`config.mk`:
```
export PLATFORM = sky130hd
export DESIGN_NAME = fixed_capacity_value_set_unit
export DESIGN_NICKNAME = d
export VERILOG_FILES = /design/src/sv/fcvs_pkg.sv /design/src/sv/fcvs_cell.sv /design/src/sv/fcvs_enc.sv /design/src/sv/fixed_capacity_value_set_unit.sv
export SDC_FILE = /design/constraint.sdc
export NUM_CORES = 2
export LEC_CHECK = 0
export BUFFER_PORTS_ARGS = -buffer_cell sky130_fd_sc_hd__buf_2
export CORE_MARGIN = 2
export CORE_UTILIZATION = 58
export CTS_CLUSTER_DIAMETER = 120
export DETAILED_ROUTE_END_ITERATION = 12
export PLACE_DENSITY = 0.82
export SETUP_SLACK_MARGIN = 0.1
export SYNTH_ARGS = -nofsm -noshare
export SYNTH_HDL_FRONTEND = slang
export SYNTH_HIERARCHICAL = 1
export SYNTH_SLANG_ARGS = --single-unit
```
`constraint.sdc`:
```
create_clock -name clk -period 26.3 [get_ports clk]
set_input_delay 2.63 -clock clk [delete_from_list [all_inputs] [get_ports clk]]
set_output_delay 2.63 -clock clk [all_outputs]
set_load 0.01 [all_outputs]
```
`src/sv/fcvs_pkg.sv`:
```
// shared constants, codes and types of the fixed capacity value set
package fcvs_pkg;

	localparam int CAPACITY_MAX = 32;
	localparam int VALUE_WIDTH  = 32;

	localparam int IDX_W = (CAPACITY_MAX > 1) ? $clog2(CAPACITY_MAX) : 1;
	localparam int CNT_W = $clog2(CAPACITY_MAX + 1);

	// fixed field widths of the stream payload
	localparam int FUNC_W   = 2;
	localparam int IN_VAL_W = 32;
	localparam int POS_W    = 5;
	localparam int STAT_W   = 2;
	localparam int COUNT_W  = 6;
	localparam int IN_DATA_W  = 40;
	localparam int OUT_DATA_W = 16;

	// operation codes
	localparam logic [FUNC_W-1:0] OP_LOOKUP = 2'd0;
	localparam logic [FUNC_W-1:0] OP_ADD    = 2'd1;
	localparam logic [FUNC_W-1:0] OP_REMOVE = 2'd2;

	// status codes
	localparam logic [STAT_W-1:0] ST_OK     = 2'd0;
	localparam logic [STAT_W-1:0] ST_FULL   = 2'd1;
	localparam logic [STAT_W-1:0] ST_DUP    = 2'd2;
	localparam logic [STAT_W-1:0] ST_ABSENT = 2'd3;

	// per-cell control from the sequencer
	typedef struct packed {
		logic cmp_en;
		logic in_use;
		logic load;
		logic shift;
	} cell_ctl_t;

endpackage

```
`src/sv/fcvs_cell.sv`:
```
// one storage cell of the value chain: holds an entry, compares, shifts down
module fcvs_cell (
	input  logic                                  clk,
	input  logic                                  arst_n,
	input  fcvs_pkg::cell_ctl_t                   ctl,
	input  logic [fcvs_pkg::VALUE_WIDTH-1:0]      key,
	input  logic [fcvs_pkg::VALUE_WIDTH-1:0]      next_value,
	output logic [fcvs_pkg::VALUE_WIDTH-1:0]      value,
	output logic                                  hit
);

	logic [fcvs_pkg::VALUE_WIDTH-1:0] value_q;
	logic                             hit_q;

	// entry storage: load from the broadcast key or take the upper neighbor
	always_ff @(posedge clk) begin
		if (ctl.load) begin
			value_q <= key;
		end else if (ctl.shift) begin
			value_q <= next_value;
		end
	end

	// registered match against the broadcast key
	always_ff @(posedge clk or negedge arst_n) begin
		if (!arst_n) begin
			hit_q <= 1'b0;
		end else if (ctl.cmp_en) begin
			hit_q <= ctl.in_use && (value_q == key);
		end
	end

	assign value = value_q;
	assign hit   = hit_q;

endmodule

```
`src/sv/fcvs_enc.sv`:
```
// folds the one-hot-or-zero match vector into a found flag and a position
module fcvs_enc (
	input  logic [fcvs_pkg::CAPACITY_MAX-1:0] hits,
	output logic                              found,
	output logic [fcvs_pkg::IDX_W-1:0]        pos
);

	// stored values are distinct, so at most one bit is set and an or suffices
	always_comb begin
		pos = '0;
		for (int i = 0; i < fcvs_pkg::CAPACITY_MAX; i++) begin
			if (hits[i]) begin
				pos = pos | fcvs_pkg::IDX_W'(i);
			end
		end
		found = |hits;
	end

endmodule

```
`src/sv/fixed_capacity_value_set_unit.sv`:
```
// top level of the fixed capacity value set: sequencer, cell chain, result register
//
// channel  dir  fields (tdata from bit 0 up)
// s_*      in   func[1:0], value[33:2], zero pad [39:34]
// m_*      out  found[0], position[5:1], status[7:6], count_after[13:8], zero pad [15:14]
//
// each operation runs through four steps: accept, compare in every cell, resolve
// the match position, then update the cells and load the result register.
// the match resolve is an or over all cells, kept apart from the shift so
// each cell only compares its own index against a registered position.
// reset clears the count, sequencer and result valid; entries are untouched.
// a stalled result holds the update step until the result register frees.
module fixed_capacity_value_set_unit (
	input  logic                              clk,
	input  logic                              arst_n,
	input  logic                              s_tvalid,
	output logic                              s_tready,
	input  logic [fcvs_pkg::IN_DATA_W-1:0]    s_tdata,  // func, value
	output logic                              m_tvalid,
	input  logic                              m_tready,
	output logic [fcvs_pkg::OUT_DATA_W-1:0]   m_tdata   // found, position, status, count_after
);

	localparam int N = fcvs_pkg::CAPACITY_MAX;

	typedef enum logic [3:0] {
		S_IDLE    = 4'b0001,
		S_MATCH   = 4'b0010,
		S_RESOLVE = 4'b0100,
		S_APPLY   = 4'b1000
	} state_t;

	state_t                             state_q;
	logic [fcvs_pkg::FUNC_W-1:0]        func_q;
	logic [fcvs_pkg::VALUE_WIDTH-1:0]   key_q;
	logic [fcvs_pkg::CNT_W-1:0]         count_q;
	logic                               found_q;
	logic [fcvs_pkg::IDX_W-1:0]         pos_q;
	logic [fcvs_pkg::STAT_W-1:0]        status_q;
	logic                               do_add_q;
	logic                               do_rem_q;

	logic                               out_valid_q;
	logic                               out_found_q;
	logic [fcvs_pkg::POS_W-1:0]         out_pos_q;
	logic [fcvs_pkg::STAT_W-1:0]        out_status_q;
	logic [fcvs_pkg::COUNT_W-1:0]       out_count_q;

	fcvs_pkg::cell_ctl_t                ctl [N];
	logic [fcvs_pkg::VALUE_WIDTH-1:0]   cell_value [N];
	logic [fcvs_pkg::VALUE_WIDTH-1:0]   cell_next [N];
	logic [N-1:0]                       hits;
	logic                               enc_found;
	logic [fcvs_pkg::IDX_W-1:0]         enc_pos;
	logic                               full;
	logic                               commit;
	logic [fcvs_pkg::CNT_W-1:0]         count_next;
	logic [fcvs_pkg::STAT_W-1:0]        status_next;
	logic                               do_add_next;
	logic                               do_rem_next;

	assign s_tready = (state_q == S_IDLE);
	assign full     = (count_q == fcvs_pkg::CNT_W'(N));
	assign commit   = (state_q == S_APPLY) && (!out_valid_q || m_tready);

	// count after this operation
	always_comb begin
		count_next = count_q;
		if (do_add_q) begin
			count_next = count_q + fcvs_pkg::CNT_W'(1);
		end else if (do_rem_q) begin
			count_next = count_q - fcvs_pkg::CNT_W'(1);
		end
	end

	// cell controls: compare in match step, load or shift in the commit cycle
	always_comb begin
		for (int i = 0; i < N; i++) begin
			ctl[i].cmp_en = (state_q == S_MATCH);
			ctl[i].in_use = (fcvs_pkg::CNT_W'(i) < count_q);
			ctl[i].load   = commit && do_add_q && (fcvs_pkg::CNT_W'(i) == count_q);
			ctl[i].shift  = commit && do_rem_q && (fcvs_pkg::IDX_W'(i) >= pos_q)
			                && (i < N - 1);
		end
	end

	// neighbor links down the chain; the top cell never shifts
	always_comb begin
		for (int i = 0; i < N - 1; i++) begin
			cell_next[i] = cell_value[i+1];
		end
		cell_next[N-1] = cell_value[N-1];
	end

	for (genvar g = 0; g < N; g++) begin : g_cell
		fcvs_cell u_cell (
			.clk        (clk),
			.arst_n     (arst_n),
			.ctl        (ctl[g]),
			.key        (key_q),
			.next_value (cell_next[g]),
			.value      (cell_value[g]),
			.hit        (hits[g])
		);
	end

	fcvs_enc u_enc (
		.hits  (hits),
		.found (enc_found),
		.pos   (enc_pos)
	);

	// operand capture on input transfer
	always_ff @(posedge clk) begin
		if (s_tvalid && s_tready) begin
			func_q <= s_tdata[fcvs_pkg::FUNC_W-1:0];
			key_q  <= fcvs_pkg::VALUE_WIDTH'(
				s_tdata[fcvs_pkg::FUNC_W +: fcvs_pkg::IN_VAL_W]);
		end
	end

	// operation decision from the match result
	always_comb begin
		status_next = fcvs_pkg::ST_OK;
		do_add_next = 1'b0;
		do_rem_next = 1'b0;
		case (func_q)
			fcvs_pkg::OP_ADD: begin
				if (full) begin
					status_next = fcvs_pkg::ST_FULL;
				end else if (enc_found) begin
					status_next = fcvs_pkg::ST_DUP;
				end else begin
					do_add_next = 1'b1;
				end
			end
			fcvs_pkg::OP_REMOVE: begin
				if (!enc_found) begin
					status_next = fcvs_pkg::ST_ABSENT;
				end else begin
					do_rem_next = 1'b1;
				end
			end
			default: begin
			end
		endcase
	end

	// resolve step: register match result and operation decision
	always_ff @(posedge clk) begin
		if (state_q == S_RESOLVE) begin
			found_q  <= enc_found;
			pos_q    <= enc_pos;
			status_q <= status_next;
			do_add_q <= do_add_next;
			do_rem_q <= do_rem_next;
		end
	end

	// sequencer and fill count
	always_ff @(posedge clk or negedge arst_n) begin
		if (!arst_n) begin
			state_q <= S_IDLE;
			count_q <= '0;
		end else begin
			case (state_q)
				S_IDLE: begin
					if (s_tvalid) begin
						state_q <= S_MATCH;
					end
				end
				S_MATCH:   state_q <= S_RESOLVE;
				S_RESOLVE: state_q <= S_APPLY;
				S_APPLY: begin
					if (commit) begin
						count_q <= count_next;
						state_q <= S_IDLE;
					end
				end
				default:   state_q <= S_IDLE;
			endcase
		end
	end

	// result register valid
	always_ff @(posedge clk or negedge arst_n) begin
		if (!arst_n) begin
			out_valid_q <= 1'b0;
		end else if (commit) begin
			out_valid_q <= 1'b1;
		end else if (m_tready) begin
			out_valid_q <= 1'b0;
		end
	end

	// result register payload
	always_ff @(posedge clk) begin
		if (commit) begin
			out_found_q  <= found_q;
			out_pos_q    <= found_q ? fcvs_pkg::POS_W'(pos_q) : '0;
			out_status_q <= status_q;
			out_count_q  <= fcvs_pkg::COUNT_W'(count_next);
		end
	end

	assign m_tvalid = out_valid_q;
	assign m_tdata  = {2'b00, out_count_q, out_status_q, out_pos_q, out_found_q};

endmodule
```
Word level (Yosys, flattened, before mapping)
Cells that the tools add are included. W data, S select, Z words.

Reductions and logical operators: 141. Add/sub/neg operators: 2. $lt $le $gt $ge: 63. Muxes and demuxes: 107. Eq/ne operators: 72.

Operator list (number): $mux W32 (63); $eq A32 B32 Y1 (32); $logic_and A1 B1 Y1 (99); $eq A5 B6 Y1 const A (16); $lt A5 B6 Y1 const A (16); $ge A5 B5 Y1 const A (15); $reduce_bool A2 Y1 (32); $eq A4 B6 Y1 const A (8); $lt A4 B6 Y1 const A (8); $ge A4 B5 Y1 const A (8); $mux W4 (10); $reduce_or A32 Y1 (1); $eq A3 B6 Y1 const A (4); $lt A3 B6 Y1 const A (4); $mux W3 (8); $mux W6 (4); $ge A3 B5 Y1 const A (4); $mux W2 (9); $pmux W4 S4 (1); $reduce_or A16 Y1 (1); $eq A2 B6 Y1 const A (2); $lt A1 B6 Y1 const A (2); $lt A2 B6 Y1 const A (2); $mux W1 (11); 21 further kinds (25).

Output and inout bits: 18. Bits in registers: 1125. Word-level logic and storage cells: 467. Input bits: 44.

Longest topological paths before layout
Depth after elaboration: 26. Gate-level depth with buffers: 10. Gate-level depth less buffers: 8.

Hierarchy
The synthesis kept the hierarchy.

Modules (own cells, without submodules): fcvs_cell at g_cell[10].u_cell ... (area each 1747.9 um^2, instances 31, cells each 115, sequential area each 985.9 um^2); fixed_capacity_value_set_unit (area each 3407.0 um^2, instances 1, cells each 313, sequential area each 2018.2 um^2); fcvs_cell at g_cell[0].u_cell (area each 1754.2 um^2, instances 1, cells each 115, sequential area each 985.9 um^2); fcvs_enc (area each 162.7 um^2, instances 1, cells each 26, sequential area each 0.0 um^2).

Least setup slack after synthesis
OpenSTA, ideal clock, no wires.

Kind: register to register. From: reg state_q[3]. To: reg g_cell[0].u_cell.hit_q. Stages on the path, launching flop included: 5. Data arrival time: 8.370 ns. Slack: 17.827 ns. Library setup time: 0.103 ns. Data required time: 26.197 ns. Path buffers: 0. Clock period less this slack: 8.473 ns. Path through: dfrtp_1 -> nor4b_1 -> nand4_1 -> or4_1 -> o22ai_2.

RTL lines: from (decl) (line fixed_capacity_value_set_unit.sv:33) `state_t state_q;`; from (signal assigned) (line fixed_capacity_value_set_unit.sv:163) `state_q <= S_IDLE;`; from (signal assigned) (line fixed_capacity_value_set_unit.sv:169) `state_q <= S_MATCH;`; from (signal assigned) (line fixed_capacity_value_set_unit.sv:172) `S_MATCH: state_q <= S_RESOLVE;`; to (signal assigned) (line fcvs_cell.sv:29) `hit_q <= ctl.in_use && (value_q == key);`; to (decl) (line fcvs_cell.sv:13) `logic hit_q;`.

==> impl_results.md <==
- Run status: complete, no violations
- Setup crit start kind: input pin
- Clk_skew: approximately 27 ps
- Grt total ovfl: 0
- Crit-path cells: buf_2 > nand2b_1 > nand2b_4 > inv_2 > nand4_1 > nor4_2 > buf_4 > or2_1 > buf_4
- Slew HR: 0.240
- Setup bufs post-CTS: 0
- CTS H-tree depth: 3
- Crit-path leading delay family: simple AND/OR/NAND/NOR gates
- CP max stage delay: 690 ps
- CP max FO: 33
- # setup viols final: 0
- Initial antenna violation count: 2
- Internal Power: approximately 3.1 mW
- Tcrit/Tclk final: 0.201
- Fraction of layout instances using a drive strength above 1: 0.234
- Largest net degree at the start of global routing: 65
- Post-synth top cells: 1,082 x edfxtp_1, 643 x xor2_1, 553 x mux2_2
- Drt drc: 0
- Overall global routing resource usage: 0.263
- Maxcap violations: 0
- Resized Gates After CTS: 0
- Register area share after synthesis: 0.564
- Die Area: about 110,000 um^2
- Worst hold slack: 418 ps
- RSZ-0062 raised after global routing: false
- Fin. max-slew vios: 0
- EDFF count, synth: 1,082
- Maximum vdd ir drop: 58.4 uV
- # rows: 117
- Final GP Congestion: 0.970
- Mux contribution to synthesized area: 0.194
- Area share of the largest cell type after synthesis: 0.546
- Synth Area in XOR/XNOR: 0.152
- CTS tree: yes
- CTS sink cnt: 1,125
- Die X: 324 um
- Post-synthesis register bit count: 1,125
- Synth area leader: edfxtp_1
- Clock Pin Slew Worst Setup and Hold Paths: 60 ps
- Hold buffers post-CTS: 0
- Placed instance count: 5,409
- Seq pwr share: 0.463
- Netlist cell types: 57
- Synth Area in Adders: 0.00168
- Simple-gate share of the synthesized area: 0.0625
- Largest family of logic cells by synthesized area: multiplexers
- Core area: 102,000 um^2
- First-pass GRT wire length: 213 mm
- Worst Max-Slew Pin Slew: 1140 ps
- IO buf count: 53
- Prevailing post-synth register cell: edfxtp_1
- CP endpoint kind: flip-flop
- Starting DRC count in detailed routing: 2,875
- ANT nets after route: 0
- Area growth from synthesis to layout: 10.0%
- Comb pwr share: 0.175
- Yosys warnings: 6
- FFs w/ async S/R, synth: 0.0382
- Sw Ratio: 0.284
- Count leader, synth: edfxtp_1
- Largest cells by area after synthesis: edfxtp_1 55%, mux2_2 10%, xor2_1 9.5%
- Hold Path Class: flip-flop to flip-flop
- Setup CP Type: input pin to flip-flop
- Final wirelength: 139 mm
- Initial core utilization: 0.585
- Io pins: 62
- TNS Setup: 0 ps
- Achievable Freq: 0.189 GHz
- Vias in the first global route: between 30,000 and 40,000
- Vias: 34,000
- Final hold vios: 0
- DR WL/cell: around 25 um
- Crit path from: m_tready
- Clock network fraction of design power: 0.362
- Non-filler cells, final: ~5,600
- DP Worst Slack: slightly above 20,000 ps
- Die height: 324 um
- Max Buffers Root-to-Sink: 3
- Netlist Area Pre-Place: 59,500 um^2
- Power per cell area: 66.0 nW/um^2
- First-pass detailed-route iteration total: 5
- Leak Pwr: 21.5 nW
- Setup ws final: 21,010 ps
- Minimum clock period: 5290 ps
- Final net count: about 4,200
- FF-to-FF Start: state_q[1]
- Net switching power: between 1 and 1.5 mW
- Mapped Cells: 4,019
- Syn avg cell area: 14.8 um^2
- HPWL Detailed: 94.0 mm
- Compound-cell area share of the yosys netlist: 0.0122
- Worst-Skew Late Latency: 700 ps
- Clk root buf: clkbuf_16
- Slowest stage cell, crit path: nand4_1
- CP required: ~27,000 ps
- Crit path DAT: 5630 ps
- Most used cell along the critical path: buf_4
- Buffers & Inverters on Critical Path: 4
- Via/cell ratio: between 6 and 7
- CTS buffer count: between 100 and 150
- Hold Crit Start: status_q[0]
## cell type report
class	instances	area (um^2)
Antenna cell	1	2.50
Clock buffer	173	3270
Fill cell	7212	36300
Inverter	46	173
Multi-Input combinational cell	2695	25300
Tap cell	1368	1710
Clock inverter	40	307
Timing Repair Buffer	175	1180
Sequential cell	1125	33600
## flip-flops by register name, indices dropped and copies added (netlist names)
signal / flops
do_rem_q: 1
key_q: 32
count_q: 6
do_add_q: 1
out_found_q: 1
found_q: 1
g_cell.u_cell/hit: 32
func_q: 2
state_q: 4
out_count_q: 6
pos_q: 5
g_cell.u_cell/value: 1024
out_pos_q: 5
m_tvalid: 1
out_status_q: 2
status_q: 2
## layer usage
| layer | vias up | track usage | wire (um) |
|---|---|---|---|
| li1 | 15400 | - | - |
| met1 | 17200 | 0.331 | 55800 |
| met2 | 1105 | 0.445 | 68300 |
| met3 | 350 | 0.0460 | 8630 |
| met4 | 0 | 0.118 | 6730 |
| met5 | - | 0 | 0 |
## through the flow
stage / utilization / instance area, um^2 / power, mW
final: 0.644 / 65500 / 4.32
after global routing: 0.644 / 65500 / 4.46
after CTS: 0.644 / 65500 / 4.33
after detailed placement: 0.609 / 61900 / 2.78
after global placement: 0.609 / 61900 / 2.76
after floorplan: - / 59500 / 2.52
## cell families after synthesis
group           count (synthesis)
flops                        1125
xor+xnor                     1034
mux                          1027
simple gates                  538
buf+inv                       201
compound gates                 85
fa+ha+maj                       8
other cells                     1
## cells in the final DEF (no fill, tap or decap), types with 53 or more instances in the layout
master and n:
nor4_1 170, mux2_1 473, xnor2_1 391, xor2_1 643, edfxtp_1 1082, mux2_2 553
buf_4 122, nand4_1 100, clkbuf_16 117, buf_2 53
## path summary, 6_finish.rpt
path / to / slack, ps / cells after the start
max: g_cell[5].u_cell/value[19] / 21010 / 9
min: out_status_q[0] / 420 / 0
max reg2reg: g_cell[5].u_cell/value[19] / 22100 / 8
min reg2reg: out_status_q[0] / 420 / 0
max in group asynchronous: g_cell[21].u_cell/hit / 23690 / 2
min in group asynchronous: g_cell[11].u_cell/hit / 2100 / 2
## power groups by stage
| stage | clock (mW) | sequential (mW) | combinational [mW] |
|---|---|---|---|
| after global placement | 0 | 2.04 | 0.723 |
| after detailed placement | 0 | 2.04 | 0.740 |
| after CTS | 1.59 | 2.00 | 0.747 |
| after global routing | 1.66 | 2.00 | 0.799 |
| final | 1.56 | 2.00 | 0.755 |
| after floorplan | 0 | 2.17 | 0.349 |
(Power assumes the default switching activity.)
